<file path="src/sv/qcs_pkg.sv">
// qcs_pkg: shared constants and command/status types for the quadrature
// count and speed block. No dependencies.
package qcs_pkg;

  // Default position counter width
  localparam int COUNT_WIDTH_DEF = 32;

  // Field widths fixed by the interface
  localparam int IN_TDATA_W  = 8;
  localparam int OUT_TDATA_W = 64;
  localparam int CFG_IDX_W   = 1;
  localparam int CFG_DATA_W  = 16;
  localparam int ELAPSED_W   = 32;
  localparam int SPEED_W     = 32;
  localparam int POS_OUT_W   = 32;

  // Register reset values
  localparam logic [CFG_DATA_W-1:0] MIN_INTERVAL_RST = 16'd100;
  localparam logic [CFG_DATA_W-1:0] RATE_SCALE_RST   = 16'd1000;

  // Register indexes
  localparam logic [CFG_IDX_W-1:0] REG_MIN_INTERVAL = 1'd0;
  localparam logic [CFG_IDX_W-1:0] REG_RATE_SCALE   = 1'd1;

  // Input bit positions inside in_tdata
  localparam int IN_A_BIT     = 0;
  localparam int IN_B_BIT     = 1;
  localparam int IN_TICK_BIT  = 2;
  localparam int IN_REQ_BIT   = 3;
  localparam int IN_CLR_BIT   = 4;

  // Controller to datapath commands
  typedef struct packed {
    logic take;       // transaction accepted: update count state
    logic load_fast;  // load output register, no speed
    logic mul;        // register delta * scale, arm divider
    logic div;        // one restoring divide step
    logic load_spd;   // load output register with speed result
  } qcs_cmd_t;

  // Datapath to controller status
  typedef struct packed {
    logic need_div;   // current sample asks for a speed that must be computed
    logic div_last;   // final divide step in progress
  } qcs_sts_t;

endpackage

</file>
<file path="src/sv/qcs_ctrl.sv">
// qcs_ctrl: sequencing FSM for the quadrature count and speed block.
// Owns the handshakes and the output valid flag. Depends on qcs_pkg.
module qcs_ctrl import qcs_pkg::*; (
  input  logic     clk,
  input  logic     rst_n,
  input  logic     in_tvalid,
  output logic     in_tready,
  output logic     out_tvalid,
  input  logic     out_tready,
  input  qcs_sts_t sts,
  output qcs_cmd_t cmd
);

  typedef enum logic [3:0] {
    ST_IDLE = 4'b0001,
    ST_MUL  = 4'b0010,
    ST_DIV  = 4'b0100,
    ST_FIN  = 4'b1000
  } qcs_state_t;

  qcs_state_t state_r, state_nxt;
  logic       ovld_r, ovld_nxt;
  logic       out_free;
  logic       acc;

  assign out_free   = !ovld_r || out_tready;
  assign in_tready  = (state_r == ST_IDLE) && out_free;
  assign acc        = in_tvalid && in_tready;
  assign out_tvalid = ovld_r;

  always_comb begin
    state_nxt = state_r;
    ovld_nxt  = ovld_r && !out_tready;
    cmd       = '0;
    case (state_r)
      ST_IDLE: begin
        if (acc) begin
          cmd.take = 1'b1;
          if (sts.need_div) begin
            state_nxt = ST_MUL;
          end else begin
            cmd.load_fast = 1'b1;
            ovld_nxt      = 1'b1;
          end
        end
      end
      ST_MUL: begin
        cmd.mul   = 1'b1;
        state_nxt = ST_DIV;
      end
      ST_DIV: begin
        cmd.div = 1'b1;
        if (sts.div_last) begin
          state_nxt = ST_FIN;
        end
      end
      ST_FIN: begin
        if (out_free) begin
          cmd.load_spd = 1'b1;
          ovld_nxt     = 1'b1;
          state_nxt    = ST_IDLE;
        end
      end
      default: begin
        state_nxt = ST_IDLE;
      end
    endcase
  end

  always_ff @(posedge clk) begin
    if (!rst_n) begin
      state_r <= ST_IDLE;
      ovld_r  <= 1'b0;
    end else begin
      state_r <= state_nxt;
      ovld_r  <= ovld_nxt;
    end
  end

  a_div_to_mul: assert property (@(posedge clk) disable iff (!rst_n)
    (acc && sts.need_div) |=> (state_r == ST_MUL))
    else $error("speed request did not start the multiply");

  a_last_to_fin: assert property (@(posedge clk) disable iff (!rst_n)
    (state_r == ST_DIV && sts.div_last) |=> (state_r == ST_FIN))
    else $error("divider overran its step count");

  a_fin_loads: assert property (@(posedge clk) disable iff (!rst_n)
    (state_r == ST_FIN && out_free) |=> (ovld_r && state_r == ST_IDLE))
    else $error("speed result not presented");

endmodule

</file>
<file path="src/sv/qcs_dp.sv">
// qcs_dp: position counter, elapsed timer, configuration registers,
// multiplier and restoring divider. Driven by qcs_ctrl; depends on qcs_pkg.
module qcs_dp import qcs_pkg::*; #(
  parameter int COUNT_WIDTH = COUNT_WIDTH_DEF
) (
  input  logic                  clk,
  input  logic                  rst_n,
  input  qcs_cmd_t              cmd,
  output qcs_sts_t              sts,
  input  logic [IN_TDATA_W-1:0] in_data,
  input  logic                  cfg_we,
  input  logic [CFG_IDX_W-1:0]  cfg_idx,
  input  logic [CFG_DATA_W-1:0] cfg_wdata,
  output logic [POS_OUT_W-1:0]  position,
  output logic [SPEED_W-1:0]    speed,
  output logic                  speed_valid
);

  localparam int PW   = COUNT_WIDTH + CFG_DATA_W;   // product / quotient width
  localparam int QXW  = (PW > 33) ? PW : 33;        // room for saturation limits
  localparam int CNTW = $clog2(PW);

  // count state
  logic                   prev_a_r, primed_r;
  logic [COUNT_WIDTH-1:0] pos_r, pos_nxt, pos_e;
  logic [COUNT_WIDTH-1:0] last_r;
  logic [ELAPSED_W-1:0]   el_r, el_t;
  logic [CFG_DATA_W-1:0]  min_r, scale_r, need;

  // divide datapath
  logic                   neg_r;
  logic [COUNT_WIDTH-1:0] mag_r, delta;
  logic [ELAPSED_W-1:0]   dvsr_r;
  logic [PW-1:0]          quo_r;
  logic [ELAPSED_W-1:0]   rem_r;
  logic [CNTW-1:0]        cnt_r;
  logic [ELAPSED_W:0]     shifted, trial;
  logic [QXW-1:0]         qx;
  logic [SPEED_W-1:0]     qsat, spd_res;

  // output register
  logic [POS_OUT_W-1:0]   opos_r;
  logic [SPEED_W-1:0]     ospd_r;
  logic                   ovalid_r;

  logic a, b, tick, req, clr, edge_hit;

  assign a    = in_data[IN_A_BIT];
  assign b    = in_data[IN_B_BIT];
  assign tick = in_data[IN_TICK_BIT];
  assign req  = in_data[IN_REQ_BIT];
  assign clr  = in_data[IN_CLR_BIT];

  always_comb begin
    // edge, then tick, then speed check, then clear
    edge_hit = primed_r && (a != prev_a_r);
    if (edge_hit) begin
      pos_e = (b == a) ? pos_r + COUNT_WIDTH'(1) : pos_r - COUNT_WIDTH'(1);
    end else begin
      pos_e = pos_r;
    end
    el_t = (tick && (el_r != '1)) ? el_r + ELAPSED_W'(1) : el_r;
    need = (min_r == '0) ? CFG_DATA_W'(1) : min_r;
    sts.need_div = req && (el_t >= ELAPSED_W'(need));
    sts.div_last = (cnt_r == CNTW'(PW - 1));
    pos_nxt = clr ? '0 : pos_e;
    delta   = pos_e - last_r;
  end

  // restoring divide step
  always_comb begin
    shifted = {rem_r, quo_r[PW-1]};
    trial   = shifted - {1'b0, dvsr_r};
  end

  // saturate the magnitude and apply the sign
  always_comb begin
    qx = QXW'(quo_r);
    if (neg_r) begin
      qsat    = (qx > QXW'(33'h0_8000_0000)) ? 32'h8000_0000 : qx[SPEED_W-1:0];
      spd_res = -qsat;
    end else begin
      qsat    = (qx > QXW'(33'h0_7FFF_FFFF)) ? 32'h7FFF_FFFF : qx[SPEED_W-1:0];
      spd_res = qsat;
    end
  end

  always_ff @(posedge clk) begin
    if (!rst_n) begin
      prev_a_r <= 1'b0;
      primed_r <= 1'b0;
      pos_r    <= '0;
      last_r   <= '0;
      el_r     <= '0;
      min_r    <= MIN_INTERVAL_RST;
      scale_r  <= RATE_SCALE_RST;
      cnt_r    <= '0;
    end else begin
      if (cfg_we) begin
        case (cfg_idx)
          REG_MIN_INTERVAL: min_r   <= cfg_wdata;
          REG_RATE_SCALE:   scale_r <= cfg_wdata;
          default: ;
        endcase
      end
      if (cmd.take) begin
        prev_a_r <= a;
        primed_r <= 1'b1;
        pos_r    <= pos_nxt;
        if (sts.need_div) begin
          last_r <= pos_e;
          el_r   <= '0;
        end else begin
          el_r   <= el_t;
        end
      end
      if (cmd.mul) begin
        cnt_r <= '0;
      end else if (cmd.div) begin
        cnt_r <= cnt_r + CNTW'(1);
      end
    end
  end

  // payload registers
  always_ff @(posedge clk) begin
    if (cmd.take && sts.need_div) begin
      neg_r  <= delta[COUNT_WIDTH-1];
      mag_r  <= delta[COUNT_WIDTH-1] ? -delta : delta;
      dvsr_r <= el_t;
    end
    if (cmd.mul) begin
      quo_r <= PW'(mag_r) * PW'(scale_r);
      rem_r <= '0;
    end else if (cmd.div) begin
      if (!trial[ELAPSED_W]) begin
        rem_r <= trial[ELAPSED_W-1:0];
        quo_r <= {quo_r[PW-2:0], 1'b1};
      end else begin
        rem_r <= shifted[ELAPSED_W-1:0];
        quo_r <= {quo_r[PW-2:0], 1'b0};
      end
    end
    if (cmd.load_fast) begin
      opos_r   <= POS_OUT_W'($signed(pos_nxt));
      ospd_r   <= '0;
      ovalid_r <= 1'b0;
    end else if (cmd.load_spd) begin
      opos_r   <= POS_OUT_W'($signed(pos_r));
      ospd_r   <= spd_res;
      ovalid_r <= 1'b1;
    end
  end

  assign position    = opos_r;
  assign speed       = ospd_r;
  assign speed_valid = ovalid_r;

  a_dvsr_nonzero: assert property (@(posedge clk) disable iff (!rst_n)
    cmd.div |-> (dvsr_r != '0))
    else $error("divide by zero elapsed");

endmodule

</file>
<file path="src/sv/quadrature_count_and_speed.sv">
// quadrature_count_and_speed: top level, x2 quadrature decoder with speed
// estimate. Instantiates qcs_ctrl and qcs_dp; depends on qcs_pkg.
//
// Usage:
//  - in_*  : one transaction per encoder sample (A, B, ms strobe, speed request,
//            count clear). Every change of A after the first sample steps the
//            position count up (B equals new A) or down; clear wins.
//  - out_* : exactly one result per input transaction, in order: position,
//            speed and a speed-valid flag on out_tuser.
//  - cfg_* : register writes (0 min_interval_ms, 1 rate_scale); always ready,
//            to be written only while the block is idle.
// Throughput: one sample per cycle when no speed is computed and out_* is not
//  stalled; the result shows on out_* the cycle after acceptance.
// A speed computation holds the input: accept, one multiply, one restoring
//  divide step per quotient bit and one to saturate and load once the output
//  register is free. No sample is accepted meanwhile.
// Reset (synchronous, rst_n low): count, reference count, elapsed time and
//  priming flag clear; registers return to 100 ms and scale 1000.
// Receiver stall: the output register holds its result; one more sample is
//  taken only in the cycle the pending result is taken.
module quadrature_count_and_speed import qcs_pkg::*; #(
  parameter int COUNT_WIDTH = COUNT_WIDTH_DEF
) (
  input  logic                   clk,
  input  logic                   rst_n,
  // input samples
  input  logic                   in_tvalid,
  output logic                   in_tready,
  // [0] a_level, [1] b_level, [2] ms_tick, [3] speed_request, [4] clear_count
  input  logic [IN_TDATA_W-1:0]  in_tdata,
  // results
  output logic                   out_tvalid,
  input  logic                   out_tready,
  // [31:0] position, [63:32] speed
  output logic [OUT_TDATA_W-1:0] out_tdata,
  // [0] speed_valid
  output logic                   out_tuser,
  // configuration writes
  input  logic                   cfg_valid,
  output logic                   cfg_ready,
  input  logic [CFG_IDX_W-1:0]   cfg_index,
  input  logic [CFG_DATA_W-1:0]  cfg_data
);

  qcs_cmd_t             cmd;
  qcs_sts_t             sts;
  logic [POS_OUT_W-1:0] position;
  logic [SPEED_W-1:0]   speed;

  // register writes are taken in any cycle
  assign cfg_ready = 1'b1;

  qcs_ctrl u_ctrl (
    .clk        (clk),
    .rst_n      (rst_n),
    .in_tvalid  (in_tvalid),
    .in_tready  (in_tready),
    .out_tvalid (out_tvalid),
    .out_tready (out_tready),
    .sts        (sts),
    .cmd        (cmd)
  );

  qcs_dp #(
    .COUNT_WIDTH (COUNT_WIDTH)
  ) u_dp (
    .clk         (clk),
    .rst_n       (rst_n),
    .cmd         (cmd),
    .sts         (sts),
    .in_data     (in_tdata),
    .cfg_we      (cfg_valid && cfg_ready),
    .cfg_idx     (cfg_index),
    .cfg_wdata   (cfg_data),
    .position    (position),
    .speed       (speed),
    .speed_valid (out_tuser)
  );

  assign out_tdata = {speed, position};

endmodule
</file>
<file path="config.mk">
export PLATFORM = sky130hd
export DESIGN_NAME = quadrature_count_and_speed
export DESIGN_NICKNAME = d
export VERILOG_FILES = /design/src/sv/qcs_pkg.sv /design/src/sv/qcs_ctrl.sv /design/src/sv/qcs_dp.sv /design/src/sv/quadrature_count_and_speed.sv
export SDC_FILE = /design/constraint.sdc
export NUM_CORES = 2
export LEC_CHECK = 0
export BUFFER_PORTS_ARGS = -buffer_cell sky130_fd_sc_hd__buf_2
export CAP_MARGIN = 20
export CORE_UTILIZATION = 59
export CTS_BUF_LIST = sky130_fd_sc_hd__clkbuf_16
export CTS_CLUSTER_SIZE = 24
export DETAILED_ROUTE_END_ITERATION = 6
export PLACE_DENSITY_LB_ADDON = 0.15
export SYNTH_ARGS = -nofsm -noshare
export SYNTH_HDL_FRONTEND = slang
export SYNTH_SLANG_ARGS = --single-unit
</file>
<file path="constraint.sdc">
create_clock -name clk -period 11.3 [get_ports clk]
set_input_delay 1.695 -clock clk [delete_from_list [all_inputs] [get_ports clk]]
set_output_delay 1.695 -clock clk [all_outputs]
set_load 0.03 [all_outputs]
</file>
==> summary.json <==
{
  "outcome": {
    "outcome": "finished clean"
  },
  "clock_tree": {
    "cts.sinks": 351,
    "cts_max_path_buffers": 3,
    "cts-htree-levels": 2,
    "gates_resized_cts_repair": 0,
    "cts.root.buffer_cell": "sky130_fd_sc_hd__clkbuf_16",
    "postCtsSetupRepairBufs": 0,
    "clk-insertion-delay-late_ps": 540,
    "cts_tree": "built",
    "postCtsHoldBufs": 0,
    "cts.reportedPaths.clkPinSlew_ps": 60,
    "cts-buffers-inserted": 38
  },
  "global_routing": {
    "wire_length_of_the_first_global_routing_pass_um": 152000,
    "grt_pass1_vias": 28610,
    "grt_use_total_pct": 29.4,
    "grt_antenna_before_repair": 4,
    "largest_net_degree_at_the_start_of_global_routing": 97,
    "overflow": 0
  },
  "critical_path": {
    "critPathLaunch": "u_dp.scale_r[12]$_SDFFE_PN0P_",
    "critical_path.most_common_cell": "sky130_fd_sc_hd__fa_1",
    "crit_buf_inv": 4,
    "critical_path_cell_count": 23,
    "timing.critical_path.required_ps": 11550,
    "timing.critical_path.from_type": "flop",
    "path_max_fanout": 18,
    "count_of_cells_along_the_worst_register_to_register_path": 23,
    "cpLargestDelayFamily": "adder cells",
    "crit-reg2reg-launch": "u_dp.scale_r[12]$_SDFFE_PN0P_",
    "crit_chain": "buf_4 -> nand2_1 -> fa_1 -> inv_1 -> fa_1 -> fa_1 -> fa_1 -> fa_1 -> inv_1 -> fa_1 -> inv_1 -> ha_1 -> a21oi_1 -> nor2_1 -> a211oi_1 -> a21bo_2 -> o21ai_0 -> o21ai_0 -> a211oi_1 -> o22ai_1 -> o21ai_0 -> xor2_1 -> o21ai_0",
    "critPathArrivalTime_ps": 8640,
    "crit_path_top_delay_cell": "sky130_fd_sc_hd__dfxtp_1",
    "crit_path_end_kind": "flop",
    "max_stage_delay_ps": 750,
    "path_class": "flop to flop"
  },
  "yosys": {
    "ys_ff_latch": 351,
    "asyncSetResetFlopFracSynth_pct": 0,
    "synth-main-ff-cell": "sky130_fd_sc_hd__dfxtp_1",
    "synthesis.area_mm2": 0.0374,
    "synth_fp_nets": 5055,
    "netlist_instances": 4371,
    "syn_area_per_cell_um2": 8.55,
    "yosysWarnings": 0,
    "number_of_enable_type_register_cells_in_the_synthesized_netlist": 145,
    "synth_sequential_area_ratio_pct": 22.7,
    "post_synth_num_cell_types": 93
  },
  "sta": {
    "transition_at_the_pin_with_the_smallest_max_transition_slack_ps": 1030,
    "final-max-slew-violation-count": 0,
    "max-slew-margin-rel_pct": 30.1,
    "timing_hold_violations_final": 0,
    "fin_tns_setup_ps": 0,
    "skew_ps": 21.8,
    "grt_setup_unrepaired": "no",
    "timing.final.crit_period_ps": 8390,
    "period_share_pct": 74.2,
    "final-setup-viol-count": 0,
    "max_freq_mhz": 119
  },
  "place": {
    "place.detailed.hpwl_um": 67100,
    "io_buf_count": 93,
    "final_replace_weighted_congestion": 0.915
  },
  "min_path": {
    "hold_class": "flop to flop",
    "timing.hold.worst.start": "u_dp.speed_valid$_SDFFE_PP0P_",
    "hold_path_depth": 2
  },
  "run": {
    "timing.max_cap.violations": 0
  },
  "detailed_routing": {
    "routed_wire_length_per_instance_um": 17.5,
    "detailedRoute.firstIterationViolations": 2028,
    "route.detailed.drc": 0,
    "routed_wl_um": 91100,
    "drt_pass1_iterations": 6,
    "vias_after_detailed_routing": 29665,
    "vias_per_cell": 5.71,
    "route.antenna.remaining_nets": 0
  },
  "die": {
    "start_util_pct": 60.1,
    "die_w_um": 254,
    "row_count": 91,
    "floorplan.die_area_mm2": 0.0644,
    "die_h_um": 254,
    "pin_count": 98,
    "coreArea_mm2": 0.0622
  },
  "layout": {
    "syn2layout_area_growth_pct": 5.85,
    "filler_cells_inserted": 5490,
    "area_occupied_by_multi_input_gates_mm2": 0.0258,
    "final_layout_size_suffix_gt1_share_pct": 5.60,
    "regArea_mm2": 0.00848,
    "nNetsFinal": 5009
  }
}
## stage by stage
step / cells / hold slack, ps / setup WS, ps / area, µm² / utilization [%]
floorplan: 4371 / 436 / 2970 / 37400 / -
global placement: 5122 / 426 / 2620 / 38400 / 61.7
detailed placement: 5122 / 432 / 2680 / 38400 / 61.7
CTS: 5192 / 442 / 3000 / 39600 / 63.6
global route: 5193 / 475 / 2550 / 39600 / 63.7
finish: 5194 / 441 / 2910 / 39600 / 63.7
## cell usage after synthesis, types with 76 or more instances
library cell / number / area share [%]
sky130_fd_sc_hd__ha_1: 233 / 7.8
sky130_fd_sc_hd__inv_1: 604 / 6.1
sky130_fd_sc_hd__nand3_1: 76 / 1.0
sky130_fd_sc_hd__nand2_1: 705 / 7.1
sky130_fd_sc_hd__o21ai_0: 205 / 2.7
sky130_fd_sc_hd__fa_1: 421 / 23
sky130_fd_sc_hd__dfxtp_1: 206 / 11
sky130_fd_sc_hd__xor2_1: 83 / 1.9
sky130_fd_sc_hd__and2_1: 241 / 4.0
sky130_fd_sc_hd__clkbuf_1: 184 / 1.8
sky130_fd_sc_hd__a21oi_1: 211 / 2.8
sky130_fd_sc_hd__nor2_1: 207 / 2.1
sky130_fd_sc_hd__edfxtp_1: 145 / 12
sky130_fd_sc_hd__a21o_1: 82 / 1.6
sky130_fd_sc_hd__xnor2_1: 118 / 2.8
## worst paths after layout
check | to | slack [ps]
worst max-delay path | u_dp.quo_r[46]$_DFFE_PN_ | 2910
worst min-delay path | u_dp.speed_valid$_SDFFE_PP0P_ | 440
worst max register to register | u_dp.quo_r[46]$_DFFE_PN_ | 2910
worst min register to register | u_dp.speed_valid$_SDFFE_PP0P_ | 440
## cells in the final DEF, fill, tap and decap left out, types with 74 or more instances in the layout
cell type	instances
sky130_fd_sc_hd__and2_1	241
sky130_fd_sc_hd__a21oi_1	211
sky130_fd_sc_hd__xor2_1	82
sky130_fd_sc_hd__inv_1	611
sky130_fd_sc_hd__ha_1	233
sky130_fd_sc_hd__nor2_1	207
sky130_fd_sc_hd__dfxtp_1	202
sky130_fd_sc_hd__edfxtp_1	145
sky130_fd_sc_hd__buf_2	93
sky130_fd_sc_hd__a21o_1	82
sky130_fd_sc_hd__nor3_1	74
sky130_fd_sc_hd__nand2_1	704
sky130_fd_sc_hd__o21ai_0	205
sky130_fd_sc_hd__nand3_1	75
sky130_fd_sc_hd__fa_1	421
sky130_fd_sc_hd__xnor2_1	118
## state kept, by name, indices dropped and copies added, names as in the netlist
signal	cells
u_dp.last_r	32
u_dp.position	32
u_dp.mag_r	32
u_dp.pos_r	32
u_dp.el_r	32
u_dp.dvsr_r	32
u_ctrl.state_r	4
u_dp.speed	32
u_dp.neg_r	1
u_dp.quo_r	48
u_dp.rem_r	32
u_dp.prev_a_r	1
u_dp.primed_r	1
u_ctrl.out_tvalid	1
u_dp.cnt_r	6
u_dp.speed_valid	1
u_dp.min_r	16
u_dp.scale_r	16
## routing by layer
| metal | routed length (µm) | vias to the layer above | global-route usage [%] |
|---|---|---|---|
| met3 | 6820 | 154 | 4.12 |
| met5 | 26 | - | 0 |
| li1 | - | 14229 | - |
| met1 | 40900 | 14310 | 42.5 |
| met4 | 2480 | 4 | 8.04 |
| met2 | 40800 | 968 | 46.2 |
## worst min-delay path, delay by kind of cell (launching register included)
family | cells | cell delay (ps)
flops | 1 | 310
simple gates | 2 | 90
## area by class of cell
class | instances | area share (%)
diodes | 2 | 0.0126
clock buffers | 38 | 2.40
clock inverters | 32 | 0.648
inverters | 606 | 5.75
multi-input cells | 3196 | 65.2
flip-flops and latches | 351 | 21.4
well taps | 837 | 2.65
repair buffers | 132 | 1.92
## kinds of logic (layout without fill, tap and decap cells)
group           Yosys count  count (layout)  synth area share [%]
buf+inv                 824             808                  8.41
other cells               1               3                0.0100
simple gates           1504            1504                  18.9
mux                      52              52                  1.43
xor+xnor                202             202                  4.77
flops                   351             351                  22.7
compound gates          783             783                  13.5
fa+ha+maj               654             654                  30.3
Power is not shown: default switching activity piles up to over one toggle a cycle in this logic, so the estimate is an artifact.
